### config.mk
export PLATFORM = sky130hd
export DESIGN_NAME = qte_isqrt
export DESIGN_NICKNAME = d
export VERILOG_FILES = /design/src/rtl/core/qte_pkg.sv /design/src/rtl/core/qte_isqrt.sv
export SDC_FILE = /design/constraint.sdc
export NUM_CORES = 2
export LEC_CHECK = 0
export CAP_MARGIN = 20
export CORE_MARGIN = 8
export CORE_UTILIZATION = 55
export CTS_BUF_LIST = sky130_fd_sc_hd__clkbuf_4 sky130_fd_sc_hd__clkbuf_8
export CTS_CLUSTER_DIAMETER = 60
export DETAILED_ROUTE_END_ITERATION = 8
export DONT_BUFFER_PORTS = 1
export PLACE_DENSITY_LB_ADDON = 0.25
export SLEW_MARGIN = 20
export SYNTH_ARGS = -nofsm -noshare
export SYNTH_HDL_FRONTEND = slang
export SYNTH_SLANG_ARGS = --single-unit
### constraint.sdc
create_clock -name i_clk -period 4.6 [get_ports i_clk]
set_clock_uncertainty 0.05 [all_clocks]
set_input_delay 0.92 -clock i_clk [delete_from_list [all_inputs] [get_ports i_clk]]
set_output_delay 0.92 -clock i_clk [all_outputs]
set_load 0.03 [all_outputs]
### src/rtl/core/qte_pkg.sv
package qte_pkg;

    // Default number of CORDIC micro-rotations, and the size of the arctangent table.
    localparam int CORDIC_STAGES_DEF = 16;
    localparam int ATAN_LEN          = 24;

    // Width of the Q.30 sums, of the CORDIC datapath and of its angle accumulator.
    localparam int SUM_W  = 34;
    localparam int CRD_W  = 36;
    localparam int ANG_W  = 34;

    // Square root: one result bit per stage over a 62-bit radicand.
    localparam int SQRT_STEPS = 31;
    localparam int RAD_W      = 62;
    localparam int ROOT_W     = 31;

    // Fixed-point constants: 1.0 in Q.30, and +-pi/2 as 16-bit binary angles.
    localparam logic signed [SUM_W-1:0] ONE_Q30   = SUM_W'(64'sd1 << 30);
    localparam logic signed [SUM_W-1:0] M_ONE_Q30 = -ONE_Q30;
    localparam logic signed [15:0]      HALF_PI   = 16'sd16384;
    localparam logic signed [15:0]      M_HALF_PI = -16'sd16384;

    // atan(2^-i) as a 32-bit binary angle (2^31 = pi).
    localparam logic [31:0] ATAN_TAB [ATAN_LEN] = '{
        32'h20000000, 32'h12E4051E, 32'h09FB385B, 32'h051111D4, 32'h028B0D43,
        32'h0145D7E1, 32'h00A2F61E, 32'h00517C55, 32'h0028BE53, 32'h00145F2F,
        32'h000A2F98, 32'h000517CC, 32'h00028BE6, 32'h000145F3, 32'h0000A2FA,
        32'h0000517D, 32'h000028BE, 32'h0000145F, 32'h00000A30, 32'h00000518,
        32'h0000028C, 32'h00000146, 32'h000000A3, 32'h00000051
    };

    // Sums and flags that travel beside the square root.
    typedef struct packed {
        logic signed [SUM_W-1:0]  sinr;
        logic signed [SUM_W-1:0]  cosr;
        logic signed [SUM_W-1:0]  siny;
        logic signed [SUM_W-1:0]  cosy;
        logic signed [ROOT_W-1:0] sinp;
        logic                     sat_pos;
        logic                     sat_neg;
    } t_side;

    // Pitch clamp flags carried through the CORDIC stages.
    typedef struct packed {
        logic sat_pos;
        logic sat_neg;
    } t_sat;

endpackage

### src/rtl/core/qte_isqrt.sv
// Pipelined integer square root, one result bit per stage.
module qte_isqrt (
    input  logic                            i_clk,
    input  logic                            i_en,
    input  logic [qte_pkg::RAD_W-1:0]       i_rad,
    output logic [qte_pkg::ROOT_W-1:0]      o_root
);
    localparam int N = qte_pkg::SQRT_STEPS;
    localparam int W = qte_pkg::RAD_W;

    logic [W-1:0] r_v   [N];
    logic [W-1:0] r_res [N];

    for (genvar j = 0; j < N; j++) begin : g_step
        localparam logic [W-1:0] BIT = W'(1) << (2 * (N - 1 - j));
        logic [W-1:0] v_in;
        logic [W-1:0] res_in;
        logic [W-1:0] trial;
        logic [W-1:0] n_v;
        logic [W-1:0] n_res;

        if (j == 0) begin : g_first
            assign v_in   = i_rad;
            assign res_in = '0;
        end else begin : g_next
            assign v_in   = r_v[j-1];
            assign res_in = r_res[j-1];
        end

        // Try to subtract the candidate; keep the result bit where it fits.
        always_comb begin
            trial = res_in + BIT;
            if (v_in >= trial) begin
                n_v   = v_in - trial;
                n_res = (res_in >> 1) + BIT;
            end else begin
                n_v   = v_in;
                n_res = res_in >> 1;
            end
        end

        always_ff @(posedge i_clk) begin
            if (i_en) begin
                r_v[j]   <= n_v;
                r_res[j] <= n_res;
            end
        end
    end

    assign o_root = r_res[N-1][qte_pkg::ROOT_W-1:0];
endmodule

# [Word level (Yosys, flattened, before mapping)]
# Memories as Yosys holds them, arrays and structs flattened.
# Index checks and enable logic that the tools add are counted.
[word_totals] reg_bits=0 memories=2 word_cells=188 ramBits=3844 in_bits=64 output_inout_bits=31
[op_classes] magnitude_cmp=31 n_mux=64 add_sub_neg=91
[memory_table] name="r_res" depth=31 word_bits=62 read_ports=31 rd_ports_with_merged_regs=0 wr=31 line="qte_isqrt.sv:12" text="logic [W-1:0] r_res [N];"
[memory_table] name="r_v" depth=31 word_bits=62 read_ports=30 rd_ports_with_merged_regs=0 wr=31 line="qte_isqrt.sv:11" text="logic [W-1:0] r_v [N];"
[ops] operator="$mux W62" count=61
[ops] operator="$ge A62 B62 Y1" count=30
[ops] operator="$sub A62 B62 Y62" count=30
[ops] operator="$add A61 B1 Y62 const B" count=1
[ops] operator="$add A61 B11 Y62 const B" count=1
[ops] operator="$add A61 B13 Y62 const B" count=1
[ops] operator="$add A61 B15 Y62 const B" count=1
[ops] operator="$add A61 B17 Y62 const B" count=1
[ops] operator="$add A61 B19 Y62 const B" count=1
[ops] operator="$add A61 B21 Y62 const B" count=1
[ops] operator="$add A61 B23 Y62 const B" count=1
[ops] operator="$add A61 B25 Y62 const B" count=1
[ops] operator="$add A61 B27 Y62 const B" count=1
[ops] operator="$add A61 B29 Y62 const B" count=1
[ops] operator="$add A61 B3 Y62 const B" count=1
[ops] operator="$add A61 B31 Y62 const B" count=1
[ops] operator="$add A61 B33 Y62 const B" count=1
[ops] operator="$add A61 B35 Y62 const B" count=1
[ops] operator="$add A61 B37 Y62 const B" count=1
[ops] operator="$add A61 B39 Y62 const B" count=1
[ops] operator="$add A61 B41 Y62 const B" count=1
[ops] operator="$add A61 B43 Y62 const B" count=1
[ops] operator="$add A61 B45 Y62 const B" count=1
[ops] operator="$add A61 B47 Y62 const B" count=1
[ops] operator="other kinds (43)" count=44

# [Logic depth before layout (Yosys ltp)]
# An unclocked memory read counts as a cell.
[depth] word_depth=4 depth_mapped=15 depth_no_buf=14

# [Worst setup path before layout]
# Ideal clock, no wire load.
[synth_path] path_kind="flip-flop to flip-flop" startpoint="mem r_v[0][919] (netlist bit)" endpoint="mem r_v[0][983] (netlist bit) (data pin)" setup_slack_ns=1.009 n_path_buf=1 path_stages_with_launch=12 setup_ns=0.279 arrival_ns=3.261 t_required_ns=4.271 cell_sequence="edfxtp_1 > or4_4 > or4_4 > or3_1 > or2_1 > or4_4 > a211o_1 > buf_2 > nand2_1 > or4_1 > a2111oi_0 > xor2_1"
[synth_lines] element="start, declared" line="qte_isqrt.sv:11"

==> metrics.md <==
| Metric | Value |
|---|---|
| GP Congestion | 0.900 |
| Sw Ratio | 0.299 |
| Startpoint Class | flop |
| Worst r2r path cells | 12 |
| DIE AREA | between 200000 and 250000 um2 |
| Worst-skew pair later-pin latency | 1.05 ns |
| Starting Density | 0.551 |
| Ys flop type | edfxtp_1 |
| First-pass GRT wire length | 405000 um |
| CTS HTree Levels | 5 |
| CTS tree | built |
| Fraction of final layout cells with drive strength greater than 1 | 0.0915 |
| Core footprint | 204000 um2 |
| Power share of the clock group | 0.296 |
| # DRC | 0 |
| Seq cells post-synth | 2356 |
| Worst-Margin Slew | 1.12 ns |
| Max-slew violations | 0 |
| Hold path depth | 3 |
| DRT Pass-1 Iters | 8 |
| Syn Area/Cell | 12.6 um2 |
| P&R area growth vs syn | 10.8% |
| Req. time, crit path | approximately 5.3 ns |
| Worst Path Max Fanout | 5 |
| Mapped Area | roughly 110000 um2 |
| DR vias | 72100 |
| Pleak | between 40 and 50 nW |
| Starting DRT DRC Count | 6124 |
| Worst EP arrival | 5.01 ns |
| # nets final | between 9000 and 10000 |
| Hold Crit Class | primary input to flop |
| Largest net degree at the start of global routing | around 170 |
| Final setup violation count | 0 |
| CTS Buf Count | 395 |
| CP Capture Type | flop |
| Combinational share of power | 0.212 |
| Power Density | about 480 nW/um2 |
| Worst Setup Path Type | flop to flop |
| Number of synthesized flops with an enable pin | 2356 |
| CTS root buffer | clkbuf_8 |
| Unique cell type count in the Yosys netlist | between 90 and 100 |
| Reg power frac | 0.492 |
| Die height | around 470 um |
| Unrepaired setup endpoints after global routing | no |
| Final period utilization | 0.939 |
| Number of global-route vias before repair | ~70000 |
| Commonest non-fill, non-tap cell in the layout | edfxtp_1 |
| Initial antenna violation count | 9 |
| Antenna viol nets, final | 0 |
| Port-buffer cells | 0 |
| Pwr Total | 59.9 mW |
| YS warnings | 0 |
| Commonest non-fill, non-tap cells in the layout | edfxtp_1 (2356), inv_1 (645), nand2_1 (605), nor2_1 (551), ha_1 (525) |
| Max-Cap Viols | 0 |
| P_sw | approximately 18 mW |
| Post-Synthesis Cells | approximately 8900 |
| Setup TNS Final | 0 ns |
| Maximum clock path buffer count | 4 |
| Global route overflow | 0 |
| Die W | around 470 um |
| Final min period | ~4.3 ns |
| Max Clk Rate | between 200 and 250 MHz |
| Worst slew margin | 0.245 |
| Vias per cell | ~5.9 |
| Clock transition at path regs | roughly 0.070 ns |
| I/O Pins | 95 |
| GR Util All Layers | 0.235 |
| Final-report hold violation count | 0 |
| Wire per inst | ~21 um |
| Clock sinks | 2356 |
| Outcome | finished clean |
| Ys async rst share | 0 |
| FP Rows | about 170 |
| Worst VDD drop | 0.000349 V |
| Final WL | between 200000 and 300000 um |
| Internal power | around 42 mW |
| Syn nets | approximately 9500 |
| DP Wirelength | about 190000 um |
| Register area share after synthesis | 0.629 |
-- routing by layer --
metal | track usage | wire length (um) | share of wire | vias up
li1 | - | - | - | 34200
met2 | 0.395 | 127000 | 0.48 | 2168
met4 | 0.0641 | 6610 | 0.025 | 0
met3 | 0.0349 | 14900 | 0.057 | 482
met1 | 0.321 | 114000 | 0.43 | 35300
met5 | 0 | 0 | 0 | -
-- sequential cells by signal, summed over array words and instances (netlist names) --
register / flops
r_v: 1860
r_res: 496
-- Yosys cell counts (all sizes together), types with 12 or more instances --
| master | instances | area, um2 |
|---|---|---|
| and3 | 40 | 250 |
| nand4 | 133 | 832 |
| a2111oi | 23 | 201 |
| o21a | 94 | 706 |
| a211oi | 39 | 298 |
| or3 | 106 | 669 |
| nor3 | 235 | 1180 |
| a21oi | 507 | 2540 |
| nor4 | 301 | 1880 |
| nor4b | 50 | 459 |
| o31ai | 37 | 283 |
| mux2i | 12 | 120 |
| o21bai | 44 | 330 |
| buf | 32 | 163 |
| and4 | 15 | 131 |
| a211o | 17 | 149 |
| a221oi | 12 | 105 |
| and2 | 28 | 175 |
| clkbuf | 139 | 522 |
| edfxtp | 2356 | 70700 |
| nor3b | 26 | 195 |
| a31oi | 52 | 325 |
| o211ai | 26 | 195 |
| xnor2 | 421 | 3690 |
| o21ai | 446 | 2230 |
| a21boi | 21 | 158 |
| nand3b | 31 | 233 |
| or2 | 32 | 200 |
| xor2 | 406 | 3560 |
| nand2 | 605 | 2270 |
| nand2b | 115 | 719 |
| nand4b | 16 | 140 |
| inv | 648 | 2430 |
| a21o | 196 | 1470 |
| or4 | 60 | 465 |
| nand3 | 173 | 866 |
| nor2 | 553 | 2080 |
| mux2 | 84 | 946 |
| ha | 525 | 6570 |
| nor2b | 76 | 475 |
-- final cells by class --
cell class / count / area, um2
Antenna cell: 11 / 27.5
Clock buffer: 498 / 6240
Clock inverter: 198 / 1150
Fill cell: 15800 / 79400
Inverter: 648 / 2430
Multi-Input combinational cell: 5713 / 38700
Sequential cell: 2356 / 70700
Tap cell: 2688 / 3360
Timing Repair Buffer: 196 / 1930
-- power groups by stage --
| stage | combinational [mW] | clock (mW) | sequential (mW) |
|---|---|---|---|
| after global placement | 12.3 | 0 | 29.9 |
| after global routing | 14.0 | 19.1 | 29.8 |
| after floorplan | 9.27 | 0 | 28.8 |
| final | 12.7 | 17.7 | 29.5 |
| after detailed placement | 12.4 | 0 | 29.9 |
| after CTS | 12.6 | 18.2 | 29.5 |
-- final timing paths --
path	slack [ns]	startpoint	end
worst max-delay path	0.28	r_v[1][751]	r_v[1][859]
worst min-delay path	0.23	i_rad[61]	r_v[0][61]
worst max register to register	0.28	r_v[1][751]	r_v[1][859]
worst min register to register	0.34	r_res[1][331]	r_res[1][392]
-- logic make-up after synthesis --
logic type / after synthesis / share of synthesized area
AOI/OAI and AO/OA: 1643 / 0.0905
adders and majority gates: 525 / 0.0584
xor gates and xnor gates: 827 / 0.0644
and+or+nand+nor: 2622 / 0.120
muxes: 96 / 0.00948
buffers and inverters: 819 / 0.0277
DFF: 2356 / 0.629
-- worst max-delay path, stage by stage, from the launching register on --
cell and delay (ns):
edfxtp_1 0.39, ha_1 0.42, nand2_1 0.11, a211oi_1 0.25
o31ai_1 0.16, o31ai_1 0.68, a2111oi_0 0.28, buf_4 0.20
nor2b_1 0.25, a31oi_4 0.16, or4_1 0.69, nor3_1 0.24
xor2_1 0.09
-- repair_timing --
item	CTS	global route
gates resized for setup	0	3
setup endpoints to repair	0	6
buffers inserted	0	0
hold buffers	62	0
endpoints found under the hold margin	62	0
-- through the flow --
| stage | setup slack (ns) | utilization | instance area (um2) | cells | hold slack [ns] |
|---|---|---|---|---|---|
| after global routing | 0.00674 | 0.611 | 125000 | 12300 | 0.146 |
| after floorplan | 1.01 | - | 112000 | 8888 | 0.367 |
| final | 0.279 | 0.611 | 125000 | 12300 | 0.228 |
| after detailed placement | 0.126 | 0.571 | 117000 | 11500 | 0.377 |
| after CTS | 0.108 | 0.610 | 125000 | 12300 | 0.0540 |
| after global placement | 0.157 | 0.571 | 117000 | 11500 | 0.372 |
Power figures use the tool's default switching activity.
